==> src/rtl/mbe_pkg.sv <==
// ----------------------------------------------------------------------------
// mbe_pkg: shared definitions of the Mandelbrot escape-time engine
// Formats, constants, request and result types and sequencer states.
// ----------------------------------------------------------------------------
`default_nettype none

package mbe_pkg;

  localparam int unsigned FracBits  = 28;
  localparam int unsigned CountBits = 16;
  localparam int unsigned CW        = 32;
  localparam int unsigned ZW        = 36;
  localparam int unsigned MulAW     = 38;
  localparam int unsigned MulHalf   = MulAW / 2;
  localparam int unsigned PartW     = MulAW + MulHalf + 1;
  localparam int unsigned ProdW     = 2 * MulAW;
  localparam int unsigned TruncW    = ProdW - FracBits;
  localparam int unsigned SqW       = 2 * ZW;

  localparam logic [MulAW-1:0]  Quarter   = MulAW'(1) << (FracBits - 2);
  localparam logic [MulAW-1:0]  One       = MulAW'(1) << FracBits;
  localparam logic [TruncW:0]   BulbBound = (TruncW + 1)'(1) << (FracBits - 4);
  localparam logic [SqW:0]      EscBound  = (SqW + 1)'(1) << (2 * FracBits + 2);
  localparam logic [CountBits-1:0] LimitReset = CountBits'(256);

  typedef struct packed {
    logic signed [CW-1:0] c_real;
    logic signed [CW-1:0] c_imag;
  } mbe_in_t;

  typedef struct packed {
    logic [CountBits-1:0] iteration_count;
    logic                 escaped;
    logic                 known_interior;
    logic signed [ZW-1:0] final_z_real;
    logic signed [ZW-1:0] final_z_imag;
  } mbe_out_t;

  typedef enum logic [4:0] {
    ST_IDLE,
    ST_C0, ST_C1, ST_C2, ST_C3, ST_C4, ST_C5, ST_C6, ST_C7, ST_C8,
    ST_I0, ST_I1, ST_I2, ST_I3, ST_I4, ST_I5, ST_I6,
    ST_DONE
  } mbe_state_e;

endpackage

`default_nettype wire

==> src/rtl/mandelbrot_escape_time.sv <==
// ----------------------------------------------------------------------------
// mandelbrot_escape_time: escape-time count of one point c
// Cardioid and period-2 bulb tests, then z = z*z + c until |z|^2 > 4 or the iteration limit is reached.
// ----------------------------------------------------------------------------
//   Channel   Direction  Handshake               Payload
//   in        request    in_valid_i/in_stall_o    in_data_i  (c_real, c_imag)
//   out       result     out_valid_o/out_stall_i  out_data_o (count, flags, z)
//   cfg       write      cfg_we_i                 cfg_wdata_i (iteration_limit)
//
// A point ends after the test states ST_C0 to ST_C8 when the interior tests
// settle it; else each update runs through ST_I0 to ST_I6 until it escapes
// or reaches the limit n, as each of three products takes two passes
// through one 38 by 20 bit multiplier. Reset clears the sequencer and the
// output valid and sets the limit to 256. A stalled result stays in the output
// register while the next request is taken; that result waits for it to free.
// ----------------------------------------------------------------------------
`default_nettype none

module mandelbrot_escape_time (
  input  wire logic                              clk_i,
  input  wire logic                              rst_ni,
  input  wire logic                              in_valid_i,
  output logic                                   in_stall_o,
  input  wire mbe_pkg::mbe_in_t                  in_data_i,
  output logic                                   out_valid_o,
  input  wire logic                              out_stall_i,
  output mbe_pkg::mbe_out_t                      out_data_o,
  input  wire logic                              cfg_we_i,
  input  wire logic [mbe_pkg::CountBits-1:0]     cfg_wdata_i
);

  localparam int unsigned AW = mbe_pkg::MulAW;
  localparam int unsigned HW = mbe_pkg::MulHalf;
  localparam int unsigned PW = mbe_pkg::ProdW;
  localparam int unsigned TW = mbe_pkg::TruncW;
  localparam int unsigned SW = mbe_pkg::SqW;
  localparam int unsigned FB = mbe_pkg::FracBits;
  localparam int unsigned ZW = mbe_pkg::ZW;
  localparam int unsigned NW = mbe_pkg::CountBits;

  mbe_pkg::mbe_state_e state_q, state_d;

  logic [NW-1:0]              lim_q;
  logic signed [mbe_pkg::CW-1:0] cr_q, ci_q;
  logic signed [ZW-1:0]       zr_q, zi_q;
  logic [NW-1:0]              cnt_q;
  logic signed [TW-1:0]       ci2_q;
  logic signed [AW-1:0]       q_q, qx_q;
  logic                       bulb_q;
  logic                       interior_q;
  logic [SW-1:0]              sqr_q, sqi_q;
  logic signed [mbe_pkg::PartW-1:0] acc_q;
  mbe_pkg::mbe_out_t          out_q;
  logic                       out_valid_q;

  logic signed [AW-1:0]       mul_a, mul_b;
  logic                       mul_hi;
  logic [HW-1:0]              mul_b_part;
  logic signed [mbe_pkg::PartW-1:0] part;
  logic signed [PW-1:0]       prod_full;
  logic signed [TW-1:0]       trunc;
  logic signed [AW-1:0]       xc, xb;
  logic signed [TW:0]         q_sum;
  logic signed [TW:0]         bulb_sum;
  logic                       card;
  logic                       escape;
  logic [ZW-1:0]              zr_d, zi_d;
  logic                       accept;
  logic                       out_load;

  assign xc = AW'(cr_q) - mbe_pkg::Quarter;
  assign xb = AW'(cr_q) + mbe_pkg::One;

  always_comb begin
    mul_a  = '0;
    mul_b  = '0;
    mul_hi = 1'b0;
    unique case (state_q) inside
      mbe_pkg::ST_C0, mbe_pkg::ST_C1: begin
        mul_a = AW'(ci_q);
        mul_b = AW'(ci_q);
      end
      mbe_pkg::ST_C2, mbe_pkg::ST_C3: begin
        mul_a = xc;
        mul_b = xc;
      end
      mbe_pkg::ST_C4, mbe_pkg::ST_C5: begin
        mul_a = xb;
        mul_b = xb;
      end
      mbe_pkg::ST_C6, mbe_pkg::ST_C7: begin
        mul_a = q_q;
        mul_b = qx_q;
      end
      mbe_pkg::ST_I0, mbe_pkg::ST_I1: begin
        mul_a = AW'(zr_q);
        mul_b = AW'(zr_q);
      end
      mbe_pkg::ST_I2, mbe_pkg::ST_I3: begin
        mul_a = AW'(zi_q);
        mul_b = AW'(zi_q);
      end
      mbe_pkg::ST_I4, mbe_pkg::ST_I5: begin
        mul_a = AW'(zr_q);
        mul_b = AW'(zi_q);
      end
      default: begin
      end
    endcase
    unique case (state_q) inside
      mbe_pkg::ST_C1, mbe_pkg::ST_C3, mbe_pkg::ST_C5, mbe_pkg::ST_C7,
      mbe_pkg::ST_I1, mbe_pkg::ST_I3, mbe_pkg::ST_I5: mul_hi = 1'b1;
      default: mul_hi = 1'b0;
    endcase
  end

  assign mul_b_part = mul_hi ? mul_b[AW-1:HW] : mul_b[HW-1:0];

  mbe_mul u_mul (
    .clk_i      (clk_i),
    .a_i        (mul_a),
    .b_i        (mul_b_part),
    .b_signed_i (mul_hi),
    .p_o        (part)
  );

  // The low pass is held in acc_q while the high pass sits in the multiplier's
  // output register; the full product is the sum of the two.
  assign prod_full = (PW'(part) <<< HW) + PW'(acc_q);
  assign trunc     = prod_full[PW-1:FB];

  assign q_sum    = (TW + 1)'(trunc) + (TW + 1)'(ci2_q);
  assign bulb_sum = q_sum;
  assign card     = trunc <= (ci2_q >>> 2);
  assign escape   = ((SW + 1)'(sqr_q) + (SW + 1)'(sqi_q)) > mbe_pkg::EscBound;

  assign zr_d = sqr_q[FB+ZW-1:FB] - sqi_q[FB+ZW-1:FB] + ZW'(cr_q);
  assign zi_d = {trunc[ZW-2:0], 1'b0} + ZW'(ci_q);

  assign accept   = in_valid_i && (state_q == mbe_pkg::ST_IDLE);
  assign out_load = (state_q == mbe_pkg::ST_DONE) && (!out_valid_q || !out_stall_i);

  always_comb begin
    state_d = state_q;
    unique case (state_q)
      mbe_pkg::ST_IDLE: if (in_valid_i) state_d = mbe_pkg::ST_C0;
      mbe_pkg::ST_C0:   state_d = mbe_pkg::ST_C1;
      mbe_pkg::ST_C1:   state_d = mbe_pkg::ST_C2;
      mbe_pkg::ST_C2:   state_d = mbe_pkg::ST_C3;
      mbe_pkg::ST_C3:   state_d = mbe_pkg::ST_C4;
      mbe_pkg::ST_C4:   state_d = mbe_pkg::ST_C5;
      mbe_pkg::ST_C5:   state_d = mbe_pkg::ST_C6;
      mbe_pkg::ST_C6:   state_d = mbe_pkg::ST_C7;
      mbe_pkg::ST_C7:   state_d = mbe_pkg::ST_C8;
      mbe_pkg::ST_C8: begin
        state_d = (card || bulb_q) ? mbe_pkg::ST_DONE : mbe_pkg::ST_I0;
      end
      mbe_pkg::ST_I0: begin
        state_d = (cnt_q == lim_q) ? mbe_pkg::ST_DONE : mbe_pkg::ST_I1;
      end
      mbe_pkg::ST_I1:   state_d = mbe_pkg::ST_I2;
      mbe_pkg::ST_I2:   state_d = mbe_pkg::ST_I3;
      mbe_pkg::ST_I3:   state_d = mbe_pkg::ST_I4;
      mbe_pkg::ST_I4:   state_d = mbe_pkg::ST_I5;
      mbe_pkg::ST_I5:   state_d = escape ? mbe_pkg::ST_DONE : mbe_pkg::ST_I6;
      mbe_pkg::ST_I6:   state_d = mbe_pkg::ST_I0;
      mbe_pkg::ST_DONE: if (out_load) state_d = mbe_pkg::ST_IDLE;
      default:          state_d = mbe_pkg::ST_IDLE;
    endcase
  end

  always_ff @(posedge clk_i or negedge rst_ni) begin
    if (!rst_ni) begin
      state_q     <= mbe_pkg::ST_IDLE;
      lim_q       <= mbe_pkg::LimitReset;
      out_valid_q <= 1'b0;
    end else begin
      state_q <= state_d;
      if (cfg_we_i) begin
        lim_q <= cfg_wdata_i;
      end
      if (out_load) begin
        out_valid_q <= 1'b1;
      end else if (!out_stall_i) begin
        out_valid_q <= 1'b0;
      end
    end
  end

  always_ff @(posedge clk_i) begin
    acc_q <= part;
    if (accept) begin
      cr_q  <= in_data_i.c_real;
      ci_q  <= in_data_i.c_imag;
      zr_q  <= '0;
      zi_q  <= '0;
      cnt_q <= '0;
    end
    unique case (state_q)
      mbe_pkg::ST_C2: ci2_q  <= trunc;
      mbe_pkg::ST_C4: q_q    <= q_sum[AW-1:0];
      mbe_pkg::ST_C5: qx_q   <= q_q + xc;
      mbe_pkg::ST_C6: bulb_q <= bulb_sum <= $signed(mbe_pkg::BulbBound);
      mbe_pkg::ST_C8: begin
        interior_q <= card || bulb_q;
        if (card || bulb_q) begin
          cnt_q <= lim_q;
        end
      end
      mbe_pkg::ST_I2: sqr_q <= prod_full[SW-1:0];
      mbe_pkg::ST_I4: sqi_q <= prod_full[SW-1:0];
      mbe_pkg::ST_I6: begin
        zr_q  <= zr_d;
        zi_q  <= zi_d;
        cnt_q <= cnt_q + NW'(1);
      end
      default: begin
      end
    endcase
    if (out_load) begin
      out_q.iteration_count <= cnt_q;
      out_q.escaped         <= cnt_q < lim_q;
      out_q.known_interior  <= interior_q;
      out_q.final_z_real    <= zr_q;
      out_q.final_z_imag    <= zi_q;
    end
  end

  assign in_stall_o  = (state_q != mbe_pkg::ST_IDLE);
  assign out_valid_o = out_valid_q;
  assign out_data_o  = out_q;

endmodule

`default_nettype wire

==> src/rtl/mbe_mul.sv <==
// ----------------------------------------------------------------------------
// mbe_mul: shared partial-product multiplier
// Multiplies a signed operand by one half of another operand, registered.
// ----------------------------------------------------------------------------
`default_nettype none

module mbe_mul (
  input  wire logic                                   clk_i,
  input  wire logic signed [mbe_pkg::MulAW-1:0]       a_i,
  input  wire logic        [mbe_pkg::MulHalf-1:0]     b_i,
  input  wire logic                                   b_signed_i,
  output logic signed      [mbe_pkg::PartW-1:0]       p_o
);

  logic signed [mbe_pkg::MulHalf:0]   b_ext;
  logic signed [mbe_pkg::PartW-1:0]   p_q;

  assign b_ext = {b_signed_i & b_i[mbe_pkg::MulHalf-1], b_i};

  always_ff @(posedge clk_i) begin
    p_q <= a_i * b_ext;
  end

  assign p_o = p_q;

endmodule

`default_nettype wire
==> config.mk <==
export PLATFORM = sky130hd
export DESIGN_NAME = mandelbrot_escape_time
export DESIGN_NICKNAME = d
export VERILOG_FILES = /design/src/rtl/mbe_pkg.sv /design/src/rtl/mandelbrot_escape_time.sv /design/src/rtl/mbe_mul.sv
export SDC_FILE = /design/constraint.sdc
export NUM_CORES = 2
export LEC_CHECK = 0
export ABC_AREA = 0
export ABC_CLOCK_PERIOD_IN_PS = 16000
export BUFFER_PORTS_ARGS = -buffer_cell sky130_fd_sc_hd__buf_2
export CAP_MARGIN = 0
export CELL_PAD_IN_SITES_DETAIL_PLACEMENT = 1
export CELL_PAD_IN_SITES_GLOBAL_PLACEMENT = 1
export CORE_ASPECT_RATIO = 1.75
export CORE_MARGIN = 8
export CORE_UTILIZATION = 51
export DETAILED_ROUTE_END_ITERATION = 8
export PLACE_DENSITY_LB_ADDON = 0.1
export SYNTH_ARGS = -nofsm -noshare
export SYNTH_HDL_FRONTEND = slang
export SYNTH_SLANG_ARGS = --single-unit
==> constraint.sdc <==
create_clock -name clk_i -period 16 [get_ports clk_i]
set_input_delay 0 -clock clk_i [delete_from_list [all_inputs] [get_ports clk_i]]
set_output_delay 0 -clock clk_i [all_outputs]
set_load 0.02 [all_outputs]
== After elaboration in Yosys (flattened, before gate mapping) ==
Cells that the tools add are included.

* Output and inout port bits: 92
* Bits in registers: 650

* Order comparisons: 4
* Add/subtract/negate cells: 10
* Mux-type cells: 18
* Bitwise operators: 1
* Equal/unequal tests: 21
* Reduce and logical (&&, ||, !) cells: 19
* $mul: 1

{| class="wikitable"
|+ Operator list
! operator !! count
|-
| $pmux 38 s6 || 2
|-
| $mux 36 || 3
|-
| $pmux 5 s18 || 1
|-
| $add 76x58->76 || 1
|-
| $add 72x72->73 || 1
|-
| $gt 73x59->1 const B || 1
|-
| $add 36x36->36 || 2
|-
| $mul 38x20->58 || 1
|-
| $add 48x48->49 || 1
|-
| $le 49x26->1 const B || 1
|-
| $le 48x46->1 || 1
|-
| $eq 5x4->1 const B || 8
|-
| $add 38x33->38 || 1
|-
| $sub 36x36->36 || 1
|-
| $add 32x30->33 const B || 1
|-
| $sub 32x28->33 const B || 1
|-
| $mux 16 || 2
|-
| $pmux 16 s2 || 1
|-
| $eq 5x3->1 const B || 4
|-
| $mux 5 || 4
|-
| $mux 19 || 1
|-
| $add 16x1->16 const B || 1
|-
| $eq 16x16->1 || 1
|-
| $lt 16x16->1 || 1
|-
| 17 further kinds || 32
|}

== Depth between registers and ports, before layout ==
* Depth after elaboration: 6
* Mapped depth: 40
* Gate-level depth less buffers: 37

== By module ==
A second synthesis with hierarchy kept.

* Cell total of the unflattened synthesis: 6838
* Area total of the unflattened synthesis: 66087.1 um^2

{| class="wikitable"
|+ By module, submodules not included
! module !! area an instance (um^2) !! instances !! cells each
|-
| mandelbrot_escape_time || 38634.6 || 1 || 3809
|-
| mbe_mul || 27452.6 || 1 || 3029
|}

== Least setup slack after synthesis ==
Ideal clock, no wire load.

* Path type: register -> register
* Start: register cr_q[28] (netlist name)
* End: register u_mul.p_q (netlist bit u_mul.p_o[56])
* Path buffers: 2
* Setup time: 0.072 ns
* Arrival: 9.419 ns
* Clock period less this slack: 9.491 ns
* Stages on the path, launching flop included: 34
* Setup slack: 6.509 ns
* Required time: 15.928 ns
* Cells stage by stage: edfxtp_1 > inv_1 > ha_1 > inv_1 > o21ai_0 > o21ai_0 > a222oi_1 > nand2_1 > a221oi_2 > a221o_1 > a31o_2 > buf_4 > buf_4 > nor2_1 > fa_1 > fa_1 > fa_1 > fa_1 > fa_1 > fa_1 > inv_1 > fa_1 > inv_1 > ha_1 > a21o_1 > a31o_2 > a311oi_1 > o31a_4 > o21ba_4 > o311ai_1 > a221o_1 > a2111o_1 > a21oi_2 > xnor2_1

* Cells in the longest elaborated chain, start to end: 5

{| class="wikitable"
|+ Ends and longest elaborated chain
! item !! line !! RTL
|-
| start, declared || mandelbrot_escape_time.sv:44 || <nowiki>logic signed [mbe_pkg::CW-1:0] cr_q, ci_q;</nowiki>
|-
| start signal, assigned || mandelbrot_escape_time.sv:193 || <nowiki>cr_q <= in_data_i.c_real;</nowiki>
|-
| $add 32x30->33 or $sub 32x28->33 (tied branches) || mandelbrot_escape_time.sv:72, mandelbrot_escape_time.sv:71 ||
|-
| $pmux 38 s6 || mandelbrot_escape_time.sv:78 || <nowiki>unique case (state_q) inside</nowiki>
|-
| $mux 19 || mandelbrot_escape_time.sv:117 || <nowiki>assign mul_b_part = mul_hi ? mul_b[AW-1:HW] : mul_b[HW-1:0];</nowiki>
|-
| $and 1x1->1 || mbe_mul.sv:18 || <nowiki>assign b_ext = {b_signed_i & b_i[mbe_pkg::MulHalf-1], b_i};</nowiki>
|-
| $mul 38x20->58 (*) || mbe_mul.sv:21 || <nowiki>p_q <= a_i * b_ext;</nowiki>
|-
| end signal, assigned || mbe_mul.sv:21 ||
|-
| end, declared || mbe_mul.sv:16 || <nowiki>logic signed [mbe_pkg::PartW-1:0] p_q;</nowiki>
|}

Mark *: on every way between the ends. The rest lies on a longest branch, timed or not.
A chain may end at the register's enable or synchronous reset.

== Worst setup path after layout ==
* Start: register cr_q[28] (netlist name)
* End: register u_mul.p_q (netlist bit u_mul.p_o[57])

The elaborated chain is that of the path after synthesis.

==> summary.md <==
| Metric | Value |
|---|---|
| Cell with the largest stage delay on the worst path | `sky130_fd_sc_hd__a221oi_2` |
| Worst setup EP type | `flip-flop` |
| Most utilized layer in the global route result | `met2` |
| Post-CTS Hold Buffers | `roughly 120` |
| Synth Register Bits | `650` |
| Dpl hpwl | `around 210000 um` |
| First drt pass iteration count | `6` |
| Area Overhead vs Synth | `10.2%` |
| CP max stage delay | `about 630 ps` |
| Data arrival time of the critical path | `~12000 ps` |
| Vias | `~55000` |
| Count of buffers added by post-CTS timing repair for setup | `0` |
| Cell seen most often among critical-path stages | `sky130_fd_sc_hd__fa_1` |
| Fmax | `around 0.085 GHz` |
| Max-cap check violation count | `0` |
| Met2 layer usage reported by global route | `roughly 64%` |
| IO Pins | `177` |
| Wire length of the first global-routing pass | `382000 um` |
| Vias per Instance | `a little over 6` |
| Count of mapped cells out of synthesis | `6862` |
| Setup repair after global routing missed its margin | `false` |
| Mean routed wirelength per cell | `around 29 um` |
| Maximum number of pins on one net before global-route repair | `66` |
| NumNets Final | `8475` |
| Antenna violation net count after detailed routing | `0` |
| Die footprint | `around 0.14 sq mm` |
| Number of distinct library cells after synthesis | `112` |
| Number of failing setup endpoints in the final timing report | `0` |
| Cell area after technology mapping | `around 0.066 sq mm` |
| Post-CTS resize count | `0` |
| RD Place Congestion | `around 1` |
| CTS buffer count | `66` |
| Core Box Area | `about 0.13 sq mm` |
| Clock insertion delay at the later pin of the skew report | `around 670 ps` |
| Required @ worst endpoint | `~17000 ps` |
| CTS tree | `yes` |
| Slew Viols, Final | `0` |
| FP Rows | `approximately 170` |
| Met1 usage in global routing | `39.9%` |
| I/O Buffers | `176` |
| Status | `finished, final reports clean` |
| Number of warning messages in the yosys log | `0` |
| Vertical die dimension | `~490 um` |
| Async set-reset flop share out of synthesis | `3.38%` |
| Initial Util | `~51%` |
| Final critical path time including I/O delays and setup | `11820 ps` |
| Grt met3 use | `under 10%` |
| Worst-margin pin slew | `about 1300 ps` |
| Clk pin slew, worst setup/hold paths | `70 ps` |
| Setup TNS | `0 ps` |
| Largest fanout on the critical path | `30` |
| First-iteration detailed-routing DRC count | `roughly 4200` |
| Number of enable-type register cells in the synthesized netlist | `approximately 500` |
| Relative slew slack | `9.83%` |
| Fraction of the cycle the final worst path needs | `between 70% and 80%` |
| Nets in the synthesized netlist | `8226` |
| H-tree levels | `3` |
| Classification of the worst setup path | `flip-flop to flip-flop` |
| Clk buf depth | `3` |
| Number of global-route vias before repair | `roughly 61000` |
| Remaining design rule violation count | `0` |
| Final cell utilization of the core | `a little under three fifths` |
| Mean instance size in the synthesized netlist | `9.58 sq um` |
| Final global-route overflow total | `0` |
| Fraction of layout instances using a drive strength above 1 | `under 10%` |
| Initial antenna violation count | `8` |
| CTS sink cnt | `650` |
| Root buffer selected by CTS | `sky130_fd_sc_hd__clkbuf_16` |
| Sequential cell area fraction in the yosys report | `roughly 28%` |
| GR Util All Layers | `36.5%` |
| Largest clock skew in the final design | `between 40 and 50 ps` |
| Startpoint Class | `flip-flop` |
| Kind of path behind the tightest hold check | `primary input to flip-flop` |
| Post-detailed-routing wire length | `around 260000 um` |
| Final Hold Violating Endpoints | `0` |
| Most instantiated flip-flop cell in the synthesis netlist | `sky130_fd_sc_hd__edfxtp_1` |
| Die X-Extent | `around 290 um` |
final timing paths:
kind                          startpoint       endpoint  slack, ps  depth (start not counted)
max in group asynchronous         rst_ni    out_valid_o      15400                          4
setup reg to reg                cr_q[28]  u_mul.p_o[57]       4180                         35
hold / removal             in_data_i[45]       cr_q[13]         50                          2
hold reg to reg            u_mul.p_o[57]      acc_q[57]        330                          0
setup / recovery                cr_q[28]  u_mul.p_o[57]       4180                         35
min in group asynchronous         rst_ni       lim_q[8]        430                          3
worst max-delay path: cells and delay by family, from the launching register on:
kind / cells / cell delay [ps]
fa+ha+maj: 9 / 4040
flops: 1 / 500
compound gates: 12 / 4190
buf+inv: 7 / 1140
simple gates: 7 / 1760
kinds of logic (layout without fill, tap and decap cells):
logic type / after synthesis / in the layout / synth area share, %
xor+xnor: 268 / 268 / 3.59
fa+ha+maj: 1279 / 1279 / 33.3
compound gates: 1399 / 1399 / 14.6
buf+inv: 1354 / 1651 / 7.80
other cells: 0 / 3 / 0
flops: 650 / 650 / 27.5
mux: 17 / 17 / 0.265
simple gates: 1895 / 1895 / 12.9
layout make-up:
type                            count  area (sq um)
Antenna cell                        3          7.51
Clock buffer                       78          1770
Clock inverter                     38           447
Fill cell                       14300         55800
Inverter                         1117          4190
Multi-Input combinational cell   4858         42900
Sequential cell                   650         18100
Tap cell                         1672          2090
Timing Repair Buffer              418          3000
placed cells by master, fill, tap and decap left out, types with 23 or more instances in the layout:
cell type	n
sky130_fd_sc_hd__a21oi_1	353
sky130_fd_sc_hd__a222oi_1	43
sky130_fd_sc_hd__xnor2_1	182
sky130_fd_sc_hd__a22o_1	48
sky130_fd_sc_hd__dlygate4sd3_1	115
sky130_fd_sc_hd__nand2b_1	63
sky130_fd_sc_hd__buf_4	126
sky130_fd_sc_hd__a31oi_1	50
sky130_fd_sc_hd__buf_2	176
sky130_fd_sc_hd__o21ai_0	199
sky130_fd_sc_hd__nor4_1	28
sky130_fd_sc_hd__nand2_1	773
sky130_fd_sc_hd__o211ai_1	26
sky130_fd_sc_hd__fa_1	784
sky130_fd_sc_hd__o21a_1	58
sky130_fd_sc_hd__nor2b_1	57
sky130_fd_sc_hd__and2_1	42
sky130_fd_sc_hd__a211o_1	32
sky130_fd_sc_hd__a22oi_1	23
sky130_fd_sc_hd__nand3_1	92
sky130_fd_sc_hd__o21bai_1	50
sky130_fd_sc_hd__inv_1	1114
sky130_fd_sc_hd__nor2_1	529
sky130_fd_sc_hd__nor3_1	92
sky130_fd_sc_hd__a21o_1	173
sky130_fd_sc_hd__dfxtp_1	132
sky130_fd_sc_hd__and3_1	53
sky130_fd_sc_hd__edfxtp_1	496
sky130_fd_sc_hd__clkbuf_16	69
sky130_fd_sc_hd__o31ai_1	29
sky130_fd_sc_hd__a211oi_1	56
sky130_fd_sc_hd__ha_1	495
sky130_fd_sc_hd__nand4_1	51
sky130_fd_sc_hd__xor2_1	85
registers in the layout, summed over array words and instances, names as in the netlist, 38 cells and up:
register,cells
q_q,38
qx_q,38
out_data_o,90
u_mul.p_o,58
ci2_q,48
sqi_q,72
sqr_q,72
acc_q,58
stage by stage:
step	cell area, sq um	instances	hold WS (ps)	setup WS (ps)
after floorplan	65700	6862	-296	6510
after global placement	69000	8598	45.0	4470
after detailed placement	69100	8599	55.4	4290
after CTS	72400	8831	15.6	4270
after global routing	72400	8832	42.8	3690
final	72400	8834	54.9	4180
Yosys cell counts, types with 20 or more instances:
cell | count | area [sq um]
sky130_fd_sc_hd__inv_1 | 1115 | 4190
sky130_fd_sc_hd__fa_1 | 784 | 15700
sky130_fd_sc_hd__nand2_1 | 774 | 2910
sky130_fd_sc_hd__nor2_1 | 535 | 2010
sky130_fd_sc_hd__edfxtp_1 | 496 | 14900
sky130_fd_sc_hd__ha_1 | 495 | 6190
sky130_fd_sc_hd__a21oi_1 | 356 | 1780
sky130_fd_sc_hd__o21ai_0 | 202 | 1010
sky130_fd_sc_hd__clkbuf_1 | 186 | 698
sky130_fd_sc_hd__xnor2_1 | 182 | 1590
sky130_fd_sc_hd__a21o_1 | 173 | 1300
sky130_fd_sc_hd__dfxtp_1 | 132 | 2640
sky130_fd_sc_hd__nor3_1 | 94 | 470
sky130_fd_sc_hd__nand3_1 | 92 | 460
sky130_fd_sc_hd__xor2_1 | 85 | 744
sky130_fd_sc_hd__a211oi_1 | 68 | 510
sky130_fd_sc_hd__nand2b_1 | 63 | 394
sky130_fd_sc_hd__nor2b_1 | 59 | 369
sky130_fd_sc_hd__o21a_1 | 59 | 443
sky130_fd_sc_hd__a31oi_1 | 54 | 338
sky130_fd_sc_hd__and3_1 | 53 | 332
sky130_fd_sc_hd__nand4_1 | 51 | 319
sky130_fd_sc_hd__o21bai_1 | 50 | 375
sky130_fd_sc_hd__a22o_1 | 48 | 420
sky130_fd_sc_hd__a222oi_1 | 43 | 430
sky130_fd_sc_hd__and2_1 | 43 | 269
sky130_fd_sc_hd__a211o_1 | 32 | 280
sky130_fd_sc_hd__o31ai_1 | 31 | 233
sky130_fd_sc_hd__nor4_1 | 28 | 175
sky130_fd_sc_hd__buf_1 | 26 | 97.6
sky130_fd_sc_hd__o211ai_1 | 26 | 195
sky130_fd_sc_hd__a22oi_1 | 24 | 180
sky130_fd_sc_hd__or3_1 | 23 | 144
sky130_fd_sc_hd__o21ai_1 | 22 | 110
sky130_fd_sc_hd__a221o_1 | 21 | 210
sky130_fd_sc_hd__dfrtp_1 | 21 | 526
sky130_fd_sc_hd__buf_2 | 20 | 100
metal layers:
metal / vias up / wire (um)
met5: - / 49
met4: 8 / 22500
met3: 820 / 16400
met2: 2260 / 130000
met1: 28100 / 90300
li1: 23600 / -
Power is left out: the tool's default activity adds up to more than one toggle a clock period on the data nets, which glitch-free logic cannot reach.
